[config.mk]
export PLATFORM = sky130hd
export DESIGN_NAME = array_linked_list_pool
export DESIGN_NICKNAME = d
export VERILOG_FILES = /design/src/rtl/allp_pkg.sv /design/src/rtl/allp_store.sv /design/src/rtl/array_linked_list_pool.sv
export SDC_FILE = /design/constraint.sdc
export NUM_CORES = 2
export LEC_CHECK = 0
export ABC_AREA = 1
export ABC_CLOCK_PERIOD_IN_PS = 9150
export BUFFER_PORTS_ARGS = -buffer_cell sky130_fd_sc_hd__clkbuf_2
export CAP_MARGIN = 20
export CELL_PAD_IN_SITES_DETAIL_PLACEMENT = 1
export CELL_PAD_IN_SITES_GLOBAL_PLACEMENT = 1
export CORE_AREA = 5 5 395 397
export DETAILED_ROUTE_END_ITERATION = 8
export DIE_AREA = 0 0 400 402
export PLACE_DENSITY_LB_ADDON = 0.1
export SYNTH_ARGS = -nofsm -noshare
export SYNTH_HDL_FRONTEND = slang
export SYNTH_HIERARCHICAL = 1
export SYNTH_SLANG_ARGS = --single-unit
[constraint.sdc]
create_clock -name clk -period 9.15 [get_ports clk]
set_input_delay 0.915 -clock clk [delete_from_list [all_inputs] [get_ports clk]]
set_output_delay 0.915 -clock clk [all_outputs]
set_load 0.05 [all_outputs]
[src/rtl/allp_pkg.sv]
`default_nettype none
// ----------------------------------------------------------------------------
// allp_pkg
// Shared types and constants of the array linked list pool: operation and
// status codes, field widths and the marks written into released nodes.
// ----------------------------------------------------------------------------
package allp_pkg;

	// default pool size
	localparam int DEF_NODES = 16;

	// payload field widths
	localparam int ID_W    = 32;
	localparam int GRADE_W = 32;
	localparam int IDX_W   = 4;
	localparam int SPTR_W  = 5;

	// marks held by a free node: id all ones, grade the pattern of -1.0
	localparam logic [ID_W-1:0]    ID_MARK    = 32'hFFFF_FFFF;
	localparam logic [GRADE_W-1:0] GRADE_MARK = 32'hBF80_0000;

	// operation codes
	typedef enum logic [1:0] {
		FN_INSERT = 2'd0,
		FN_DELETE = 2'd1,
		FN_READ   = 2'd2,
		FN_NOP    = 2'd3
	} func_t;

	// result status codes
	typedef enum logic [1:0] {
		STS_OK      = 2'd0,
		STS_FULL    = 2'd1,
		STS_EMPTY   = 2'd2,
		STS_NO_NEXT = 2'd3
	} status_t;

endpackage : allp_pkg
`default_nettype wire

[src/rtl/allp_store.sv]
`default_nettype none
// ----------------------------------------------------------------------------
// allp_store
// Node storage of the pool: a link memory with one write and two read ports
// and a data memory (id and grade) with one write and one read port. All
// reads are registered.
// ----------------------------------------------------------------------------
module allp_store #(
	parameter int NODES = allp_pkg::DEF_NODES,
	parameter int IW    = $clog2(NODES),
	parameter int PW    = IW + 1
) (
	input  wire logic                       clk,
	// link memory
	input  wire logic                       link_we,
	input  wire logic [IW-1:0]              link_wa,
	input  wire logic [PW-1:0]              link_wd,
	input  wire logic [IW-1:0]              link_ra,
	input  wire logic [IW-1:0]              link_rb,
	output logic      [PW-1:0]              link_qa,
	output logic      [PW-1:0]              link_qb,
	// data memory
	input  wire logic                       data_we,
	input  wire logic [IW-1:0]              data_wa,
	input  wire logic [allp_pkg::ID_W-1:0]    data_wid,
	input  wire logic [allp_pkg::GRADE_W-1:0] data_wgrade,
	input  wire logic [IW-1:0]              data_ra,
	output logic      [allp_pkg::ID_W-1:0]    data_qid,
	output logic      [allp_pkg::GRADE_W-1:0] data_qgrade
);
	import allp_pkg::*;

	logic [PW-1:0]              link_mem [NODES];
	logic [ID_W+GRADE_W-1:0]    data_mem [NODES];

	// link memory: write port, two registered read ports
	always_ff @(posedge clk) begin
		if (link_we) begin
			link_mem[link_wa] <= link_wd;
		end
		link_qa <= link_mem[link_ra];
		link_qb <= link_mem[link_rb];
	end

	// data memory: grade in the upper half
	always_ff @(posedge clk) begin
		if (data_we) begin
			data_mem[data_wa] <= {data_wgrade, data_wid};
		end
		{data_qgrade, data_qid} <= data_mem[data_ra];
	end

endmodule : allp_store
`default_nettype wire

[src/rtl/array_linked_list_pool.sv]
`default_nettype none
// ----------------------------------------------------------------------------
// array_linked_list_pool
// Fixed pool of nodes holding one singly linked list and a free list.
// Insert, delete and read requests come in on the slave stream, one status
// and snapshot result per request goes out on the master stream.
// ----------------------------------------------------------------------------
//  channel   dir  handshake                    payload
//  s_axis    in   s_axis_tvalid/s_axis_tready  tuser: func, at_head
//                                              tdata: index, item_id, item_grade
//  m_axis    out  m_axis_tvalid/m_axis_tready  tdata: status ... list_full
//
//  Insert or delete at the head, read, and any rejected request run in S_EXEC
//  only; insert after a node adds S_WR2 (second link write); delete after a
//  node adds S_RD2 and S_WR2 (dependent link read, then two link writes). The
//  single write port of the link memory and the chained link read set this.
//  Reset: a clearing pass over all NODES nodes rebuilds the pool; no request is
//  taken until it ends. A result waits in the output register while the next
//  request is taken; a stalled output holds back the next result and new requests.
// ----------------------------------------------------------------------------
module array_linked_list_pool #(
	parameter int NODES = allp_pkg::DEF_NODES
) (
	input  wire logic        clk,
	input  wire logic        arst_n,
	// requests
	input  wire logic        s_axis_tvalid,
	output logic             s_axis_tready,
	input  wire logic [71:0] s_axis_tdata,  // index[3:0], item_id[35:4], item_grade[67:36]
	input  wire logic [2:0]  s_axis_tuser,  // func[1:0], at_head[2]
	// results
	output logic             m_axis_tvalid,
	input  wire logic        m_axis_tready,
	output logic [87:0]      m_axis_tdata   // status[1:0], node_index[6:2],
	                                        // next_index[11:7], node_id[43:12],
	                                        // node_grade[75:44], list_head[80:76],
	                                        // free_head[85:81], list_empty[86],
	                                        // list_full[87]
);
	import allp_pkg::*;

	localparam int IW = $clog2(NODES);
	localparam int PW = IW + 1;
	localparam int EW = (PW > SPTR_W) ? PW : SPTR_W;
	localparam logic [PW-1:0] NIL = {PW{1'b1}};
	localparam logic [IW-1:0] LAST = IW'(NODES - 1);

	typedef enum logic [4:0] {
		S_INIT = 5'b00001,
		S_IDLE = 5'b00010,
		S_EXEC = 5'b00100,
		S_RD2  = 5'b01000,
		S_WR2  = 5'b10000
	} state_t;

	// pointer to the 5-bit signed result form
	function automatic logic [SPTR_W-1:0] to_sptr(input logic [PW-1:0] p);
		logic signed [EW-1:0] e;
		e = EW'(signed'(p));
		return e[SPTR_W-1:0];
	endfunction

	state_t               state_q, state_d;
	logic [IW-1:0]        clr_q;
	logic [PW-1:0]        head_q, head_d;
	logic [PW-1:0]        free_q, free_d;

	// latched request
	func_t                func_q;
	logic                 at_head_q;
	logic [IDX_W-1:0]     idx_q;
	logic [ID_W-1:0]      id_q;
	logic [GRADE_W-1:0]   grade_q;

	// pending result
	logic                 res_pend_q;
	logic                 res_load;
	status_t              res_status_q, res_status_d;
	logic [PW-1:0]        res_node_q, res_node_d;
	logic [PW-1:0]        res_next_q, res_next_d;
	logic [ID_W-1:0]      res_id_q, res_id_d;
	logic [GRADE_W-1:0]   res_grade_q, res_grade_d;

	// deferred second link write
	logic [IW-1:0]        wr2_addr_q, wr2_addr_d;
	logic [PW-1:0]        wr2_data_q, wr2_data_d;

	// output register
	logic                 m_valid_q;
	logic [87:0]          m_data_q;

	// memory ports
	logic                 link_we;
	logic [IW-1:0]        link_wa, link_ra, link_rb;
	logic [PW-1:0]        link_wd, link_qa, link_qb;
	logic                 data_we;
	logic [IW-1:0]        data_wa, data_ra;
	logic [ID_W-1:0]      data_wid, data_qid;
	logic [GRADE_W-1:0]   data_wgrade, data_qgrade;

	logic                 s_accept, out_free, idx_ok;
	func_t                in_func;
	logic [IW-1:0]        pred;

	allp_store #(
		.NODES (NODES),
		.IW    (IW),
		.PW    (PW)
	) u_store (
		.clk         (clk),
		.link_we     (link_we),
		.link_wa     (link_wa),
		.link_wd     (link_wd),
		.link_ra     (link_ra),
		.link_rb     (link_rb),
		.link_qa     (link_qa),
		.link_qb     (link_qb),
		.data_we     (data_we),
		.data_wa     (data_wa),
		.data_wid    (data_wid),
		.data_wgrade (data_wgrade),
		.data_ra     (data_ra),
		.data_qid    (data_qid),
		.data_qgrade (data_qgrade)
	);

	// handshake
	assign out_free      = !m_valid_q || m_axis_tready;
	assign s_axis_tready = (state_q == S_IDLE) && (!res_pend_q || out_free);
	assign s_accept      = s_axis_tvalid && s_axis_tready;
	assign m_axis_tvalid = m_valid_q;
	assign m_axis_tdata  = m_data_q;

	assign in_func = func_t'(s_axis_tuser[1:0]);
	assign pred    = IW'(idx_q);
	assign idx_ok  = 32'(idx_q) < 32'(NODES);

	// read addresses: from the request while idle, then from latched values
	always_comb begin
		if (state_q == S_IDLE) begin
			link_ra = (in_func == FN_INSERT) ? free_q[IW-1:0] : head_q[IW-1:0];
			link_rb = IW'(s_axis_tdata[3:0]);
			data_ra = IW'(s_axis_tdata[3:0]);
		end else begin
			link_ra = link_qb[IW-1:0];
			link_rb = pred;
			data_ra = pred;
		end
	end

	// sequencer: writes, pointer updates, result
	always_comb begin
		state_d      = state_q;
		head_d       = head_q;
		free_d       = free_q;
		link_we      = 1'b0;
		link_wa      = pred;
		link_wd      = free_q;
		data_we      = 1'b0;
		data_wa      = pred;
		data_wid     = ID_MARK;
		data_wgrade  = GRADE_MARK;
		wr2_addr_d   = wr2_addr_q;
		wr2_data_d   = wr2_data_q;
		res_load     = 1'b0;
		res_status_d = STS_OK;
		res_node_d   = NIL;
		res_next_d   = NIL;
		res_id_d     = '0;
		res_grade_d  = '0;
		unique case (state_q)
			S_INIT: begin
				// rebuild the pool, one node a cycle
				link_we = 1'b1;
				link_wa = clr_q;
				link_wd = (clr_q == LAST) ? NIL : PW'(clr_q) + PW'(1);
				data_we = 1'b1;
				data_wa = clr_q;
				if (clr_q == LAST) begin
					state_d = S_IDLE;
				end
			end
			S_IDLE: begin
				if (s_accept) begin
					state_d = S_EXEC;
				end
			end
			S_EXEC: begin
				res_load = 1'b1;
				state_d  = S_IDLE;
				unique case (func_q)
					FN_INSERT: begin
						if (free_q == NIL) begin
							res_status_d = STS_FULL;
						end else if (!at_head_q && !idx_ok) begin
							res_status_d = STS_NO_NEXT;
						end else begin
							res_node_d  = free_q;
							data_we     = 1'b1;
							data_wa     = free_q[IW-1:0];
							data_wid    = id_q;
							data_wgrade = grade_q;
							link_we     = 1'b1;
							link_wa     = free_q[IW-1:0];
							link_wd     = at_head_q ? head_q : link_qb;
							free_d      = link_qa;
							if (at_head_q) begin
								head_d = free_q;
							end else begin
								wr2_addr_d = pred;
								wr2_data_d = free_q;
								state_d    = S_WR2;
							end
						end
					end
					FN_DELETE: begin
						if (head_q == NIL) begin
							res_status_d = STS_EMPTY;
						end else if (at_head_q) begin
							res_node_d = head_q;
							link_we    = 1'b1;
							link_wa    = head_q[IW-1:0];
							link_wd    = free_q;
							data_we    = 1'b1;
							data_wa    = head_q[IW-1:0];
							head_d     = link_qa;
							free_d     = head_q;
						end else if (!idx_ok || link_qb == NIL) begin
							res_status_d = STS_NO_NEXT;
						end else begin
							// fetch the link of the victim next
							res_node_d = link_qb;
							state_d    = S_RD2;
						end
					end
					FN_READ: begin
						if (!idx_ok) begin
							res_status_d = STS_NO_NEXT;
						end else begin
							res_node_d  = PW'(idx_q);
							res_next_d  = link_qb;
							res_id_d    = data_qid;
							res_grade_d = data_qgrade;
						end
					end
					default: begin
						res_status_d = STS_OK;
					end
				endcase
			end
			S_RD2: begin
				// unlink the victim, mark it, push it on the free list
				link_we    = 1'b1;
				link_wa    = pred;
				link_wd    = link_qa;
				data_we    = 1'b1;
				data_wa    = res_node_q[IW-1:0];
				free_d     = res_node_q;
				wr2_addr_d = res_node_q[IW-1:0];
				wr2_data_d = free_q;
				state_d    = S_WR2;
			end
			S_WR2: begin
				link_we = 1'b1;
				link_wa = wr2_addr_q;
				link_wd = wr2_data_q;
				state_d = S_IDLE;
			end
			default: begin
				state_d = S_INIT;
			end
		endcase
	end

	// control registers
	always_ff @(posedge clk or negedge arst_n) begin
		if (!arst_n) begin
			state_q    <= S_INIT;
			clr_q      <= '0;
			head_q     <= NIL;
			free_q     <= '0;
			res_pend_q <= 1'b0;
			m_valid_q  <= 1'b0;
		end else begin
			state_q <= state_d;
			head_q  <= head_d;
			free_q  <= free_d;
			if (state_q == S_INIT) begin
				clr_q <= clr_q + IW'(1);
			end
			// result becomes pending when the request finishes
			if (state_d == S_IDLE && (state_q == S_EXEC || state_q == S_WR2)) begin
				res_pend_q <= 1'b1;
			end else if (state_q == S_IDLE && res_pend_q && out_free) begin
				res_pend_q <= 1'b0;
			end
			// output register valid
			if (state_q == S_IDLE && res_pend_q && out_free) begin
				m_valid_q <= 1'b1;
			end else if (m_axis_tready) begin
				m_valid_q <= 1'b0;
			end
		end
	end

	// payload registers
	always_ff @(posedge clk) begin
		if (s_accept) begin
			func_q    <= in_func;
			at_head_q <= s_axis_tuser[2];
			idx_q     <= s_axis_tdata[3:0];
			id_q      <= s_axis_tdata[35:4];
			grade_q   <= s_axis_tdata[67:36];
		end
		if (res_load) begin
			res_status_q <= res_status_d;
			res_node_q   <= res_node_d;
			res_next_q   <= res_next_d;
			res_id_q     <= res_id_d;
			res_grade_q  <= res_grade_d;
		end
		wr2_addr_q <= wr2_addr_d;
		wr2_data_q <= wr2_data_d;
		// pointers are final by the time a pending result is pushed
		if (state_q == S_IDLE && res_pend_q && out_free) begin
			m_data_q <= {free_q == NIL, head_q == NIL, to_sptr(free_q), to_sptr(head_q),
				res_grade_q, res_id_q, to_sptr(res_next_q), to_sptr(res_node_q),
				res_status_q};
		end
	end

	// checks
	a_exec_after_accept: assert property (@(posedge clk) disable iff (!arst_n)
		s_accept |=> state_q == S_EXEC)
		else $error("request accepted but not executed");

	a_exec_only_from_accept: assert property (@(posedge clk) disable iff (!arst_n)
		state_q == S_EXEC |-> $past(s_accept))
		else $error("execute without an accepted request");

	a_rd2_from_exec: assert property (@(posedge clk) disable iff (!arst_n)
		state_q == S_RD2 |=> state_q == S_WR2)
		else $error("chained delete did not reach its second write");

	a_pending_held: assert property (@(posedge clk) disable iff (!arst_n)
		res_pend_q && !out_free |=> res_pend_q)
		else $error("pending result dropped while output stalled");

endmodule : array_linked_list_pool
`default_nettype wire

# Word level (Yosys, flattened, before mapping)
# Memories as Yosys holds them, arrays and structs flattened. A register that Yosys moved wholly into a read port is not among the register bits.
# Index checks and enable logic that the tools add are counted.
[word_totals] word_cells=140 ram_bits=1104 reg_bits=265 input_bits=79 mem_count=2 rom_bits=0 latchBits=0
[classes] n_eq_ne=23 bitwise_logic=0 multipliers=0 n_shift=0 muxes=72 div_mod_pow=0 add_sub_neg=2 order_cmp=0 n_reduce_logical=22
[memory_table] name="u_store.data_mem" depth=16 word_bits=64 read_ports=1 rd_ports_with_merged_regs=1 write_ports=1 line="allp_store.sv:34" source="logic [ID_W+GRADE_W-1:0] data_mem [NODES];"
[memory_table] name="u_store.link_mem" depth=16 word_bits=5 read_ports=2 rd_ports_with_merged_regs=2 write_ports=1 line="allp_store.sv:33" source="logic [PW-1:0] link_mem [NODES];"
[ops] operator="$mux 32" count=6
[ops] operator="$mux 5" count=22
[ops] operator="$pmux 5 s2" count=5
[ops] operator="$mux 4" count=12
[ops] operator="$pmux 5 s5" count=1
[ops] operator="$pmux 4 s3" count=2
[ops] operator="$eq 5x5->1 const B" count=4
[ops] operator="$pmux 5 s4" count=1
[ops] operator="$pmux 4 s2" count=2
[ops] operator="$pmux 5 s3" count=1
[ops] operator="$mux 1" count=13
[ops] operator="$ne 2x2->1 const B" count=6
[ops] operator="$eq 5x2->1 const B" count=2
[ops] operator="$ne 3x3->1 const B" count=3
[ops] operator="$reduce_bool 2->1" count=4
[ops] operator="$mux 2" count=3
[ops] operator="$pmux 1 s2" count=3
[ops] operator="$reduce_and 6->1" count=1
[ops] operator="$add 4x1->5 const B" count=1
[ops] operator="$eq 5x1->1 const B" count=1
[ops] operator="$eq 5x3->1 const B" count=1
[ops] operator="$eq 5x4->1 const B" count=1
[ops] operator="$logic_and 1x1->1" count=5
[ops] operator="$reduce_and 5->1" count=1
[ops] operator="other kinds (14)" count=18

# Depth between registers and ports, before layout
[depth] depth_word=10 mapped_depth=16 ltp_nobuf=14

# Hierarchy
# Netlist, hierarchy kept.
[by_module_without_submodules] module="allp_store" area_per_inst_um2=49767.7 instances=1 cells_each=4756
[by_module_without_submodules] module="array_linked_list_pool" area_per_inst_um2=10607.7 instances=1 cells_each=879

# Worst setup path after synthesis
# No wires, ideal clock.
[synth_timing] kind="input-to-reg" startpoint="in m_axis_tready" endpoint="reg m_data_q[0] (netlist: m_axis_tdata[0]), enable pin" path_stages=2 t_arrival_ns=6.971 path_slack_ns=1.535 path_buffers=0 path_cell_list="nor2_1 > nor3_1"
[synth_between] elab_chain_cells=2
[synth_rtl] element="from (decl)" line="array_linked_list_pool.sv:33" source="input wire logic m_axis_tready,"
[synth_rtl] element="$logic_or 1x1->1" line="array_linked_list_pool.sv:128" source="assign out_free = !m_valid_q || m_axis_tready;"
[synth_rtl] element="$logic_and 1x1->1" line="array_linked_list_pool.sv:325" source="if (state_q == S_IDLE && res_pend_q && out_free) begin"
[synth_rtl] element="to (signal assigned)" line="array_linked_list_pool.sv:326" source="m_data_q <= {free_q == NIL, head_q == NIL, to_sptr(free_q), to_sptr(head_q),"
[synth_rtl] element="to (decl)" line="array_linked_list_pool.sv:90" source="logic [87:0] m_data_q;"
# No other way between the ends.
# A chain may end at the register's enable or synchronous reset.

# Worst setup path after layout
[layout_timing] startpoint="reg state_q[3]" endpoint="reg u_store/data_qgrade[21] in the netlist's numbering, read port of u_store.data_mem"
[layout_between] elab_chain_cells=2
[layout_rtl] element="from (decl)" line="array_linked_list_pool.sv:63" source="state_t state_q, state_d;"
[layout_rtl] element="from (signal assigned)" line="array_linked_list_pool.sv:285" source="state_q <= state_d;"
[layout_rtl] element="$eq 5x2->1" line="array_linked_list_pool.sv:140" source="if (state_q == S_IDLE) begin"
[layout_rtl] element="$mux 4" line="array_linked_list_pool.sv:140"
[layout_rtl] element="via data_ra[0]" line="array_linked_list_pool.sv:97" source="logic [IW-1:0] data_wa, data_ra;"
[layout_rtl] element="to (decl)" line="allp_store.sv:29" source="output logic [allp_pkg::GRADE_W-1:0] data_qgrade"
# The timed path passes the listed nets, and every way through them passes these cells.

==> results by group <==
Synthesis
  • Yosys warns: 6
  • XOR/XNOR share of the synthesized area: 0.000290
  • Compound-gate portion of the synthesized area: 0.00632
  • Largest family of logic cells by synthesized area: simple AND/OR/NAND/NOR gates
  • Yosys reg bits: 1,443
  • Syn Nets: 5,715
  • Adder-Cell Fraction of Synth Area: 0.000207
  • Seq/Total Area, Yosys: 0.704
  • Mux contribution to synthesized area: 0.000166
  • Mapped cell area: 60,400 sq um
  • Simple-Gate Fraction of Synth Area: 0.200
  • Unique masters post-synth: 40
  • Gate count after technology mapping: 5,635
  • Syn_area_per_cell: 10.7 sq um

Final layout
  • Final instance area: 68,300 sq um
  • Layout fillers: 16,400
  • Sequential Area: 42,500 sq um
  • Multi-input gate area: 12,700 sq um
  • Non-Filler Instances: 7,929
  • Final nets: 5,840
  • Layout cells sized above 1: 0.0890
  • Area Growth Syn to Fin: 13.1%

STA
  • Fin worst setup slack: 3.87 ns
  • Layout Skew: 0.0209 ns
  • Worst-margin pin slew: 1.16 ns
  • Final period utilization: 0.577
  • Final Hold Viols: 0
  • Setup tns final: 0 ns
  • Unrepaired setup endpoints after global routing: no
  • Slew HR: 0.229
  • Final Setup Violations: 0
  • Tmin final: 5.28 ns
  • Final Slew Violations: 0
  • Max Freq: 0.189 GHz

GRT
  • Vias in the first global route: 41,300
  • Largest net degree at the start of global routing: 207
  • First-pass GRT wire length: 257,000 microns
  • Global route overflow: 0
  • Gr usage total: 0.214
  • Antenna violations before repair: 6

Outcome
  • Status: finished, final reports clean

Power
  • Pwr per Cell Area: 261 nW/um^2
  • Sw Share: 0.286
  • Int Power: 12,700 uW
  • Clock network fraction of design power: 0.366
  • Part of the power in registers: 0.482
  • Comb pwr share: 0.153
  • Pleak: 0.0284 uW
  • Switching Power: 5100 uW
  • Final Power: 17,800 uW
  • Maximum VDD drop: 253 uV

Run
  • Max cap viols: 0

Clocking
  • CTS resizes: 0
  • Clk buf depth: 3
  • CTS tree: built
  • CTS root buffer: clkbuf_16
  • Post-CTS Hold Buffers: 0
  • H-tree depth: 4
  • Clk pin slew, worst setup/hold paths: 0.06 ns
  • Clk_lat worst skew: 0.80 ns
  • Clk sinks: 1,443
  • Clock buffer count from CTS: 161
  • Post-CTS Setup Bufs: 0

Placed design
  • DP HPWL: 88,800 microns
  • Placer Congestion: 0.823
  • Place WS: 3.98 ns
  • Port Buf Inserts: 164
  • Area after DPL: 62,900 sq um
  • Placed Cells: 7,626

Route
  • # DRC: 0
  • Final antenna-violating net count: 0
  • Total Wirelength: 174,000 microns
  • DR pass1 iterations: 5
  • Starting DRT DRC Count: 2,453
  • Vias: 39,900
  • Drt via density: 5.03
  • Avg WL per Cell: 21.9 microns

Critical path
  • R2r endpoint: u_store/data_qgrade[21]$_DFF_P_
  • R2R Setup Slk: 3.87 ns
  • WP data required: 9.80 ns
  • CP Launch Type: register
  • Crit path DAT: 5.93 ns
  • CP Class: reg -> reg
  • Crit. End Element: register
  • CP max FO: 206
  • R2R depth: 16
  • FF-to-FF Start: state_q[3]$_DFF_PN0_

Die
  • Die H: 402 microns
  • Total core area: 152,000 sq um
  • Initial core utilization: 0.398
  • I/O pin count: 169
  • Row count: 143
  • Die area: 161,000 sq um
  • Die width: 400 microns

Worst hold path
  • Hold crit path type: in -> async
-- sequential cells by signal (all words and copies together) (netlist names), 32 cells and up --
register and cells:
grade_q 32, u_store/link_mem 80, u_store/data_mem 1024, res_id_q 32
res_grade_q 32, u_store/data_qid 32, u_store/data_qgrade 32, m_axis_tdata 88
id_q 32
-- final cells by class --
cell class | count | area share
sequential | 1443 | 0.622
multi-input combinational | 2920 | 0.186
clock buffer | 228 | 0.0660
inverter | 1008 | 0.0560
tap | 2030 | 0.0372
timing repair buffer | 226 | 0.0200
clock inverter | 72 | 0.0125
antenna | 2 | 0.0000733
-- power by group through the flow --
stage / Clock [uW] / Combinational (uW) / Sequential, uW
2_1_floorplan: 0 / 1470 / 8730
3_3_place_gp: 0 / 2680 / 8670
3_5_place_dp: 0 / 2740 / 8710
4_1_cts: 6690 / 2760 / 8580
5_1_grt: 6970 / 2970 / 8640
6_report: 6510 / 2720 / 8570
-- per-stage QoR --
step,utilization,hold slack [ns]
2_1_floorplan,-,0.400
3_3_place_gp,0.415,0.403
3_5_place_dp,0.415,0.405
4_1_cts,0.451,0.0622
5_1_grt,0.451,0.114
6_report,0.451,0.116
-- Yosys cell counts, drive strengths merged --
cell type	count	area (sq um)
nand4	9	56.3
nor2	163	649
a211oi	1	7.51
ha	1	12.5
and3	2	12.5
a21boi	1	7.51
a21oi	22	110
o21bai	1	7.51
o22ai	1	6.26
nand2	1663	6250
mux2i	1	10.0
edfxtp	1348	40500
nor3	1	5.00
o21ai	41	205
dfstp	6	158
clkinv	4	15.0
or2	42	263
o211ai	4	30.0
nand3	963	4850
dfrtp	15	375
buf	224	1420
inv	1004	3780
dfxtp	74	1480
o21a	1	7.51
xor2	2	17.5
clkbuf	40	150
nand3b	1	7.51
-- cell usage in the layout (no fill, tap or decap), types with 6 or more instances in the layout --
cell type | synthesis | routed
a21oi_1 | 22 | 21
buf_12 | 0 | 6
buf_4 | 60 | 55
bufinv_16 | 0 | 13
clkbuf_1 | 40 | 44
clkbuf_16 | 0 | 161
clkbuf_2 | 0 | 164
clkbuf_8 | 0 | 23
clkinv_1 | 4 | 19
clkinv_2 | 0 | 25
clkinv_8 | 0 | 6
dfrtp_1 | 15 | 15
dfstp_2 | 6 | 6
dfxtp_1 | 74 | 74
edfxtp_1 | 1348 | 1348
inv_1 | 997 | 996
nand2_1 | 1660 | 1659
nand3_1 | 958 | 958
nand4_1 | 9 | 9
nor2_1 | 156 | 140
nor2_4 | 4 | 20
o21ai_0 | 40 | 35
or2_1 | 37 | 37
-- critical path, cell delays in order, from the launching register on --
cell	delay, ns
dfrtp_1	0.41
nor2_2	0.21
nand4_1	0.53
inv_1	0.17
buf_4	0.30
nand2_1	0.15
o21ai_4	0.07
buf_4	0.61
clkinv_16	0.57
buf_4	0.60
buf_12	0.46
nand2_1	0.20
nand2_1	0.07
nand2_1	0.06
nand3_1	0.12
nand3_1	0.12
nand2_1	0.15
-- kinds of logic after synthesis --
group,count (synthesis)
and+or+nand+nor,2844
DFF,1443
buffers and inverters,1272
AOI/OAI and AO/OA,72
xor gates and xnor gates,2
muxes,1
adders and majority gates,1
-- how the worst max path moves through the flow --
stage                                     from                           endpoint  slack [ns]
after floorplan                  m_axis_tready          m_axis_tdata[0]$_DFFE_PP_        1.54
after global placement    state_q[1]$_DFF_PN0_  u_store/data_mem[12][2]$_DFFE_PP_        4.06
after detailed placement  state_q[3]$_DFF_PN0_    u_store/data_qgrade[21]$_DFF_P_        3.98
after CTS                 state_q[1]$_DFF_PN0_  u_store/data_mem[12][0]$_DFFE_PP_        3.98
after global routing      state_q[3]$_DFF_PN0_    u_store/data_qgrade[21]$_DFF_P_        3.65
final                     state_q[3]$_DFF_PN0_    u_store/data_qgrade[21]$_DFF_P_        3.87
-- metal layers --
layer	part of all wire	GRT usage	vias up
li1	-	-	18500
met1	0.44	0.287	20200
met2	0.48	0.360	860
met3	0.049	0.0355	284
met4	0.026	0.0590	0
met5	0	0	-
No activity file was read; power rests on OpenSTA's default activity.
